===== config.mk =====
export PLATFORM = sky130hd
export DESIGN_NAME = floyd_random_combination_sampler_core
export DESIGN_NICKNAME = d
export VERILOG_FILES = /design/src/sv/frcs_pkg.sv /design/src/sv/frcs_ctrl.sv /design/src/sv/frcs_datapath.sv /design/src/sv/floyd_random_combination_sampler_core.sv
export SDC_FILE = /design/constraint.sdc
export NUM_CORES = 2
export LEC_CHECK = 0
export ABC_AREA = 1
export BUFFER_PORTS_ARGS = -buffer_cell sky130_fd_sc_hd__buf_2
export CORE_MARGIN = 3
export CORE_UTILIZATION = 54
export CTS_BUF_LIST = sky130_fd_sc_hd__clkbuf_4
export CTS_CLUSTER_DIAMETER = 100
export CTS_CLUSTER_SIZE = 28
export DETAILED_ROUTE_END_ITERATION = 6
export PLACE_DENSITY = 0.81
export SLEW_MARGIN = 20
export SYNTH_ARGS = -nofsm -noshare
export SYNTH_HDL_FRONTEND = slang
export SYNTH_SLANG_ARGS = --single-unit
export TNS_END_PERCENT = 1

===== constraint.sdc =====
create_clock -name clk -period 11.6 [get_ports clk]
set_clock_uncertainty 0.1 [all_clocks]
set_input_delay 1.16 -clock clk [delete_from_list [all_inputs] [get_ports clk]]
set_output_delay 1.16 -clock clk [all_outputs]
set_load 0.01 [all_outputs]

===== src/sv/frcs_pkg.sv =====
// Package for the Floyd combination sampler: sizes, register index codes,
// controller state encoding and the command/status structs.
// No dependencies; imported by every module of the block.
`timescale 1ns / 1ps
`default_nettype none

package frcs_pkg;

  // Sizing of the block.
  localparam int MAX_PICKS     = 64;
  localparam int INDEX_BITS    = 24;
  localparam int FRAC_BITS     = 32;
  localparam int PICK_CFG_BITS = 7;

  // Derived widths.
  localparam int CNT_BITS      = $clog2(MAX_PICKS + 1);
  localparam int ADDR_BITS     = (MAX_PICKS > 1) ? $clog2(MAX_PICKS) : 1;
  localparam int ELEM_BITS     = INDEX_BITS + 1;
  localparam int CFG_BITS      = (INDEX_BITS > PICK_CFG_BITS) ? INDEX_BITS : PICK_CFG_BITS;
  localparam int IN_DATA_BITS  = ((FRAC_BITS + 7) / 8) * 8;
  localparam int OUT_DATA_BITS = ((ELEM_BITS + 7) / 8) * 8;
  localparam int CMP_BITS      = ((INDEX_BITS > CNT_BITS) ? INDEX_BITS : CNT_BITS) + 1;
  localparam int PROD_BITS     = FRAC_BITS + INDEX_BITS + 1;
  localparam int CFG_IDX_BITS  = 2;

  // Configuration register indexes.
  typedef enum logic [CFG_IDX_BITS-1:0] {
    CFG_BASE_OFFSET = 2'd0,
    CFG_SET_SIZE    = 2'd1,
    CFG_PICK_COUNT  = 2'd2
  } cfg_idx_t;

  // Controller states, one-hot.
  typedef enum logic [3:0] {
    ST_IDLE = 4'b0001,
    ST_MUL  = 4'b0010,
    ST_CMP  = 4'b0100,
    ST_DONE = 4'b1000
  } state_t;

  // Commands from the controller to the datapath.
  typedef struct packed {
    logic load;
    logic mul;
    logic cmp;
    logic commit;
  } dp_cmd_t;

  // Status from the datapath to the controller.
  typedef struct packed {
    logic out_free;
  } dp_status_t;

endpackage

`default_nettype wire


===== src/sv/frcs_ctrl.sv =====
// Controller of the Floyd combination sampler: sequences accept, multiply,
// compare and commit for one draw at a time.
// Depends on frcs_pkg.
`timescale 1ns / 1ps
`default_nettype none

module frcs_ctrl (
  input  wire                   clk,
  input  wire                   rst_n,
  input  wire                   in_tvalid,
  output logic                  in_tready,
  input  frcs_pkg::dp_status_t  status,
  output frcs_pkg::dp_cmd_t     cmd
);
  import frcs_pkg::*;

  state_t state_r;
  state_t state_nxt;

  // Next-state logic and command decode.
  always_comb begin
    state_nxt  = state_r;
    cmd        = '0;
    in_tready  = 1'b0;
    unique case (state_r)
      ST_IDLE: begin
        in_tready = 1'b1;
        if (in_tvalid) begin
          cmd.load  = 1'b1;
          state_nxt = ST_MUL;
        end
      end
      ST_MUL: begin
        cmd.mul   = 1'b1;
        state_nxt = ST_CMP;
      end
      ST_CMP: begin
        cmd.cmp   = 1'b1;
        state_nxt = ST_DONE;
      end
      ST_DONE: begin
        // Hold until the output register can take the result.
        if (status.out_free) begin
          cmd.commit = 1'b1;
          state_nxt  = ST_IDLE;
        end
      end
      default: begin
        state_nxt = ST_IDLE;
      end
    endcase
  end

  // State register.
  always_ff @(posedge clk) begin
    if (!rst_n) begin
      state_r <= ST_IDLE;
    end else begin
      state_r <= state_nxt;
    end
  end

endmodule

`default_nettype wire


===== src/sv/frcs_datapath.sv =====
// Datapath of the Floyd combination sampler: configuration registers, the
// scaling multiply, the row of pick cells with their comparators, and the
// output register. Depends on frcs_pkg.
`timescale 1ns / 1ps
`default_nettype none

module frcs_datapath (
  input  wire                                  clk,
  input  wire                                  rst_n,
  input  wire                                  cfg_wr_en,
  input  wire  [frcs_pkg::CFG_IDX_BITS-1:0]    cfg_index,
  input  wire  [frcs_pkg::CFG_BITS-1:0]        cfg_wdata,
  input  wire  [frcs_pkg::IN_DATA_BITS-1:0]    in_tdata,
  output logic                                 out_tvalid,
  input  wire                                  out_tready,
  output logic [frcs_pkg::OUT_DATA_BITS-1:0]   out_tdata,
  output logic                                 out_tlast,
  input  frcs_pkg::dp_cmd_t                    cmd,
  output frcs_pkg::dp_status_t                 status
);
  import frcs_pkg::*;

  // Configuration registers.
  logic [INDEX_BITS-1:0]    base_r;
  logic [INDEX_BITS-1:0]    size_r;
  logic [PICK_CFG_BITS-1:0] kcfg_r;

  // Run position; equals the number of filled pick cells.
  logic [CNT_BITS-1:0]      pos_r;
  logic [CNT_BITS-1:0]      pos_nxt;

  // Per-draw working registers.
  logic [FRAC_BITS-1:0]     frac_r;
  logic [INDEX_BITS-1:0]    j_r;
  logic                     last_r;
  logic [INDEX_BITS-1:0]    t_r;
  logic [ELEM_BITS-1:0]     cand_r;
  logic [ELEM_BITS-1:0]     jb_r;
  logic [MAX_PICKS-1:0]     match_r;

  // Row of pick cells, each with its own comparator.
  logic [ELEM_BITS-1:0]     store_r [MAX_PICKS];

  // Output register.
  logic                     out_valid_r;
  logic [ELEM_BITS-1:0]     out_data_r;
  logic                     out_last_r;

  // Combinational terms.
  logic [INDEX_BITS-1:0]    n_eff;
  logic [PICK_CFG_BITS-1:0] k_cfg;
  logic [CMP_BITS-1:0]      k_eff;
  logic [CMP_BITS-1:0]      pos_wide;
  logic [CNT_BITS-1:0]      pos_eff;
  logic [INDEX_BITS-1:0]    j_acc;
  logic                     last_acc;
  logic [PROD_BITS-1:0]     prod;
  logic [ELEM_BITS-1:0]     cand;
  logic [ELEM_BITS-1:0]     pick;
  logic                     out_free;

  // Effective set size and pick count: zero acts as one, k is clamped to n
  // and to the number of pick cells.
  always_comb begin
    n_eff = (size_r == '0) ? INDEX_BITS'(1) : size_r;
    k_cfg = (kcfg_r == '0) ? PICK_CFG_BITS'(1) : kcfg_r;
    k_eff = CMP_BITS'(k_cfg);
    if (CMP_BITS'(n_eff) < k_eff) begin
      k_eff = CMP_BITS'(n_eff);
    end
    if (CMP_BITS'(MAX_PICKS) < k_eff) begin
      k_eff = CMP_BITS'(MAX_PICKS);
    end
  end

  // A stale position restarts the run with an empty row.
  assign pos_wide = CMP_BITS'(pos_r);
  assign pos_eff  = (pos_wide >= k_eff) ? '0 : pos_r;
  assign j_acc    = n_eff - INDEX_BITS'(k_eff) + INDEX_BITS'(pos_eff);
  assign last_acc = (CMP_BITS'(pos_eff) + CMP_BITS'(1)) == k_eff;

  // Scaling multiply: t = floor(f * (j + 1) / 2^32), never above j.
  assign prod = PROD_BITS'(frac_r) * PROD_BITS'({1'b0, j_r} + ELEM_BITS'(1));

  assign cand = ELEM_BITS'(t_r) + ELEM_BITS'(base_r);

  // A candidate already in the row falls back to j plus the offset.
  assign pick     = (|match_r) ? jb_r : cand_r;
  assign out_free = !out_valid_r || out_tready;

  assign status.out_free = out_free;

  // Configuration writes; an index beyond the list is ignored.
  always_ff @(posedge clk) begin
    if (!rst_n) begin
      base_r <= '0;
      size_r <= INDEX_BITS'(1);
      kcfg_r <= PICK_CFG_BITS'(1);
    end else if (cfg_wr_en) begin
      unique case (cfg_index)
        CFG_BASE_OFFSET: base_r <= cfg_wdata[INDEX_BITS-1:0];
        CFG_SET_SIZE:    size_r <= cfg_wdata[INDEX_BITS-1:0];
        CFG_PICK_COUNT:  kcfg_r <= cfg_wdata[PICK_CFG_BITS-1:0];
        default: begin
        end
      endcase
    end
  end

  // Run position: any valid register write re-arms the run.
  always_comb begin
    pos_nxt = pos_r;
    if (cfg_wr_en && (cfg_index == CFG_BASE_OFFSET || cfg_index == CFG_SET_SIZE ||
                      cfg_index == CFG_PICK_COUNT)) begin
      pos_nxt = '0;
    end else if (cmd.load) begin
      pos_nxt = pos_eff;
    end else if (cmd.commit) begin
      pos_nxt = last_r ? '0 : pos_r + CNT_BITS'(1);
    end
  end

  always_ff @(posedge clk) begin
    if (!rst_n) begin
      pos_r <= '0;
    end else begin
      pos_r <= pos_nxt;
    end
  end

  // Draw pipeline registers.
  always_ff @(posedge clk) begin
    if (cmd.load) begin
      frac_r <= in_tdata[FRAC_BITS-1:0];
      j_r    <= j_acc;
      last_r <= last_acc;
    end
    if (cmd.mul) begin
      t_r <= prod[FRAC_BITS +: INDEX_BITS];
    end
    if (cmd.cmp) begin
      cand_r <= cand;
      jb_r   <= ELEM_BITS'(j_r) + ELEM_BITS'(base_r);
      for (int i = 0; i < MAX_PICKS; i++) begin
        match_r[i] <= (store_r[i] == cand) && (CNT_BITS'(i) < pos_r);
      end
    end
  end

  // Pick cells: the pick is stored unless it closes the run.
  always_ff @(posedge clk) begin
    if (cmd.commit && !last_r) begin
      store_r[pos_r[ADDR_BITS-1:0]] <= pick;
    end
  end

  // Output register; a waiting result holds only the next draw's commit.
  always_ff @(posedge clk) begin
    if (!rst_n) begin
      out_valid_r <= 1'b0;
    end else if (cmd.commit) begin
      out_valid_r <= 1'b1;
    end else if (out_tready) begin
      out_valid_r <= 1'b0;
    end
  end

  always_ff @(posedge clk) begin
    if (cmd.commit) begin
      out_data_r <= pick;
      out_last_r <= last_r;
    end
  end

  assign out_tvalid = out_valid_r;
  assign out_tdata  = OUT_DATA_BITS'(out_data_r);
  assign out_tlast  = out_last_r;

`ifndef SYNTH
  // The run never fills every cell before its last pick.
  a_pos_range: assert property (@(posedge clk) disable iff (!rst_n)
    pos_r < CNT_BITS'(MAX_PICKS))
    else $error("run position reached the pick cell count");

  // Only filled cells may report a match.
  a_match_filled: assert property (@(posedge clk) disable iff (!rst_n)
    cmd.commit |-> ((match_r >> pos_r) == '0))
    else $error("match from an unfilled pick cell");

  // The last pick of a run re-arms the position.
  a_last_rearm: assert property (@(posedge clk) disable iff (!rst_n)
    (cmd.commit && last_r && !cfg_wr_en) |=> (pos_r == '0))
    else $error("run not re-armed after its last pick");

  // A result is never committed over one still waiting.
  a_no_overwrite: assert property (@(posedge clk) disable iff (!rst_n)
    cmd.commit |-> (!out_valid_r || out_tready))
    else $error("result committed over a waiting transfer");
`endif

endmodule

`default_nettype wire


===== src/sv/floyd_random_combination_sampler_core.sv =====
// Top level of the Floyd combination sampler: joins the controller and the
// datapath. Depends on frcs_pkg, frcs_ctrl and frcs_datapath.
//
//   Channel   Direction  Handshake          Contents
//   in_       slave      tvalid/tready      tdata[31:0]: random_fraction
//   out_      master     tvalid/tready      tdata[24:0]: chosen_element; tlast: last_pick
//   cfg_      write      wr_en              index: register; wdata: value
//
// Each draw passes through four steps: accept, scaling multiply, compare against all
// filled pick cells in parallel, then select and commit into the output register.
// Synchronous active-low reset clears control, config, run position and out_tvalid.
// A result waiting on out_tready holds only the commit cycle; the next draw is
// accepted as soon as its predecessor is committed.
`timescale 1ns / 1ps
`default_nettype none

module floyd_random_combination_sampler_core (
  input  wire                                 clk,
  input  wire                                 rst_n,
  // Configuration write port.
  input  wire                                 cfg_wr_en,
  input  wire  [frcs_pkg::CFG_IDX_BITS-1:0]   cfg_index,
  input  wire  [frcs_pkg::CFG_BITS-1:0]       cfg_wdata,
  // Input stream.
  input  wire                                 in_tvalid,
  output logic                                in_tready,
  input  wire  [frcs_pkg::IN_DATA_BITS-1:0]   in_tdata,   // [31:0] random_fraction
  // Result stream.
  output logic                                out_tvalid,
  input  wire                                 out_tready,
  output logic [frcs_pkg::OUT_DATA_BITS-1:0]  out_tdata,  // [24:0] chosen_element
  output logic                                out_tlast
);
  import frcs_pkg::*;

  dp_cmd_t    cmd;
  dp_status_t status;

  // Sequencing of one draw.
  frcs_ctrl u_ctrl (
    .clk       (clk),
    .rst_n     (rst_n),
    .in_tvalid (in_tvalid),
    .in_tready (in_tready),
    .status    (status),
    .cmd       (cmd)
  );

  // Arithmetic, pick cells and output register.
  frcs_datapath u_datapath (
    .clk        (clk),
    .rst_n      (rst_n),
    .cfg_wr_en  (cfg_wr_en),
    .cfg_index  (cfg_index),
    .cfg_wdata  (cfg_wdata),
    .in_tdata   (in_tdata),
    .out_tvalid (out_tvalid),
    .out_tready (out_tready),
    .out_tdata  (out_tdata),
    .out_tlast  (out_tlast),
    .cmd        (cmd),
    .status     (status)
  );

endmodule

`default_nettype wire

==> results.sh <==
export IMPL_setup_tns_ns=0
export IMPL_min_period_ns=9.62
export IMPL_first_pass_iters=7
export IMPL_gp_congestion=1.00
export IMPL_grt_pass1_wl_mm=470
export IMPL_clock_latency_ns=1.38
export IMPL_rsz0062_at_grt="false"
export IMPL_cp_max_fo=32
export IMPL_tightest_slew_ns=1.17
export IMPL_violations="DRC"
export IMPL_overflow=0
export IMPL_grt_max_degree=81
export IMPL_grt_usage_pct=29.9
export IMPL_status="finished, violations left"
export IMPL_portBuffers=90
export IMPL_critPathMaxStageDelay_ns=0.80
export IMPL_cpMostUsedCell="fa_1"
export IMPL_setup_viol=0
export IMPL_critPathArrivalTime_ns=10.65
export IMPL_die_h_um=457
export IMPL_fmax_mhz=104
export IMPL_core_um2=201000
export IMPL_clkTransAtPathRegs_ns=0.28
export IMPL_synth_area_um2=110000
export IMPL_fin_nets=11300
export IMPL_routed_via_count=77000
export IMPL_slowest_stage="inv_1"
export IMPL_postSynthCellCount=10300
export IMPL_hold_violations=0
export IMPL_io_pins=98
export IMPL_utilization_pct=57.3
export IMPL_post_synth_top_area_fraction_pct=49.8
export IMPL_synth_warnings=0
export IMPL_synth_area_leaders="edfxtp_1 50%, fa_1 13%, nand2_1 5.9%"
export IMPL_start_util_pct=54.7
export IMPL_async_flop_share_pct=0
export IMPL_area_growth_syn_to_layout_pct=4.73
export IMPL_cts_tree="yes"
export IMPL_period_share_pct=83.0
export IMPL_final_common_cell="edfxtp_1"
export IMPL_viasPerCell=5.93
export IMPL_worstPathRequired_ns=12.63
export IMPL_die_w_um=457
export IMPL_max_cap_viol_count=0
export IMPL_critPathLaunchType="register"
export IMPL_min_path_type="input pin to register"
export IMPL_drc_errors=1
export IMPL_h_tree_depth=3
export IMPL_ys_types=65
export IMPL_wire_per_inst_um=24.4
export IMPL_avgSynthCellArea_um2=10.7
export IMPL_setup_ws_ns=1.98
export IMPL_synth_largest_area_cell="edfxtp_1"
export IMPL_antenna_left=0
export IMPL_std_cell_rows=164
export IMPL_slew_limit_headroom_pct=22.1
export IMPL_cts_resized=0
export IMPL_clock_path_buffers=3
export IMPL_dp_hpwl_mm=212
export IMPL_ys_seq_area_share_pct=51.0
export IMPL_antenna_found_initial=6
export IMPL_yosys_most_used_dff="edfxtp_1"
export IMPL_final_cell_mix="1821 x edfxtp_1, 1708 x nand2_1, 1245 x nor2_1"
export IMPL_crit_path_end_kind="register"
export IMPL_grt_pass1_vias=79000
export IMPL_cts_made_buffers=82
export IMPL_ys_ff_latch=1888
export IMPL_drtIter0Drc=8552
export IMPL_worst_setup_path_type="register to register"
export IMPL_wl_mm=316
export IMPL_cts_num_sinks=1888
export IMPL_die_area_um2=209000
export IMPL_place_ws_ns=2.15
export IMPL_slew_violations=0
export IMPL_synth_edf_count=1821
export IMPL_hold_slack_ns=0.0781
export IMPL_drive_gt1_share_pct=7.51
export IMPL_cts_root_buf="clkbuf_4"
## cells in the mapped netlist (13+ instances only)
cell type	n
o211ai_1	35
buf_2	155
o21ai_0	277
clkbuf_1	225
mux2_2	25
nand3b_1	44
xnor2_1	331
o22ai_1	127
o21ai_1	17
a21o_1	21
a31oi_1	16
or2_2	214
nor4_1	30
nand4_1	249
fa_1	693
dfxtp_1	67
a211oi_1	13
ha_1	289
buf_1	22
nor2_1	1306
inv_1	1249
a21oi_1	272
xor2_1	474
nand3_1	282
buf_4	30
edfxtp_1	1821
a22o_1	50
nor3_1	86
nand2_1	1728
## path summary, 6_finish.rpt
kind | start | to | slack (ns) | depth (start not counted)
worst max-delay path | u_datapath.j_r[0]$_DFFE_PP_ | u_datapath.t_r[17]$_DFFE_PN_ | 1.98 | 37
worst min-delay path | cfg_wdata[8] | u_datapath.base_r[8]$_SDFFE_PN0P_ | 0.08 | 3
worst min register to register | u_datapath.kcfg_r[5]$_SDFFE_PN0P_ | u_datapath.kcfg_r[5]$_SDFFE_PN0P_ | 0.42 | 2
worst max register to register | u_datapath.j_r[0]$_DFFE_PP_ | u_datapath.t_r[17]$_DFFE_PN_ | 1.98 | 37
## state kept, by name (all words and copies together) (netlist names), 24 cells and up
signal and count:
u_datapath.cand_r 25, u_datapath.size_r 24, u_datapath.out_data_r 25, u_datapath.match_r 64, u_datapath.t_r 24, u_datapath.base_r 24, u_datapath.store_r 1600, u_datapath.frac_r 32
u_datapath.jb_r 25, u_datapath.j_r 24
## cell families (layout without fill, tap and decap cells)
logic type                 after synthesis  count (layout)  share of synthesized area, %
and+or+nand+nor                       3969            3969                          15.4
AOI/OAI and AO/OA                      903             903                          4.84
muxes                                   25              25                         0.256
DFF                                   1888            1888                          51.0
buffers and inverters                 1713            1726                          6.19
adders and majority gates              982             982                          15.9
xor gates and xnor gates               805             805                          6.42
other                                    2              35                       0.00684
## worst max-delay path, delay by kind of cell (launching register included)
family | cells | cell delay (ns)
flops | 1 | 0.39
fa+ha+maj | 8 | 3.95
simple gates | 11 | 1.69
compound gates | 6 | 1.10
xor+xnor | 1 | 0.09
buf+inv | 11 | 2.13
## per-layer routing
metal	share of wire (%)	track usage, %	vias to the layer above
met5	0.0082	0	-
met4	7.5	19.5	4
met3	9.0	4.55	1006
met2	48	50.8	4392
met1	35	35.4	38000
li1	-	-	33600
## final cells by class
cell class / instances / area [µm²]
fillers: 16100 / 85900
clock buffers: 95 / 713
repair buffers: 343 / 2470
flip-flops and latches: 1888 / 56000
diodes: 12 / 30.0
multi-input cells: 6707 / 47400
inverters: 1273 / 4780
well taps: 2656 / 3320
clock inverters: 15 / 251
## timing repair
item                                   CTS  global route
setup buffers                            0             0
endpoints found under the hold margin   60             0
hold buffers                            49             0
## through the flow
| stage | area [µm²] | instances |
|---|---|---|
| CTS | 115000 | 13000 |
| finish | 115000 | 13000 |
| global route | 115000 | 13000 |
| detailed placement | 114000 | 12800 |
| global placement | 114000 | 12800 |
| floorplan | 110000 | 10300 |
Power is left out: the tool's default activity adds up to more than one toggle a clock period on the data nets, which glitch-free logic cannot reach.
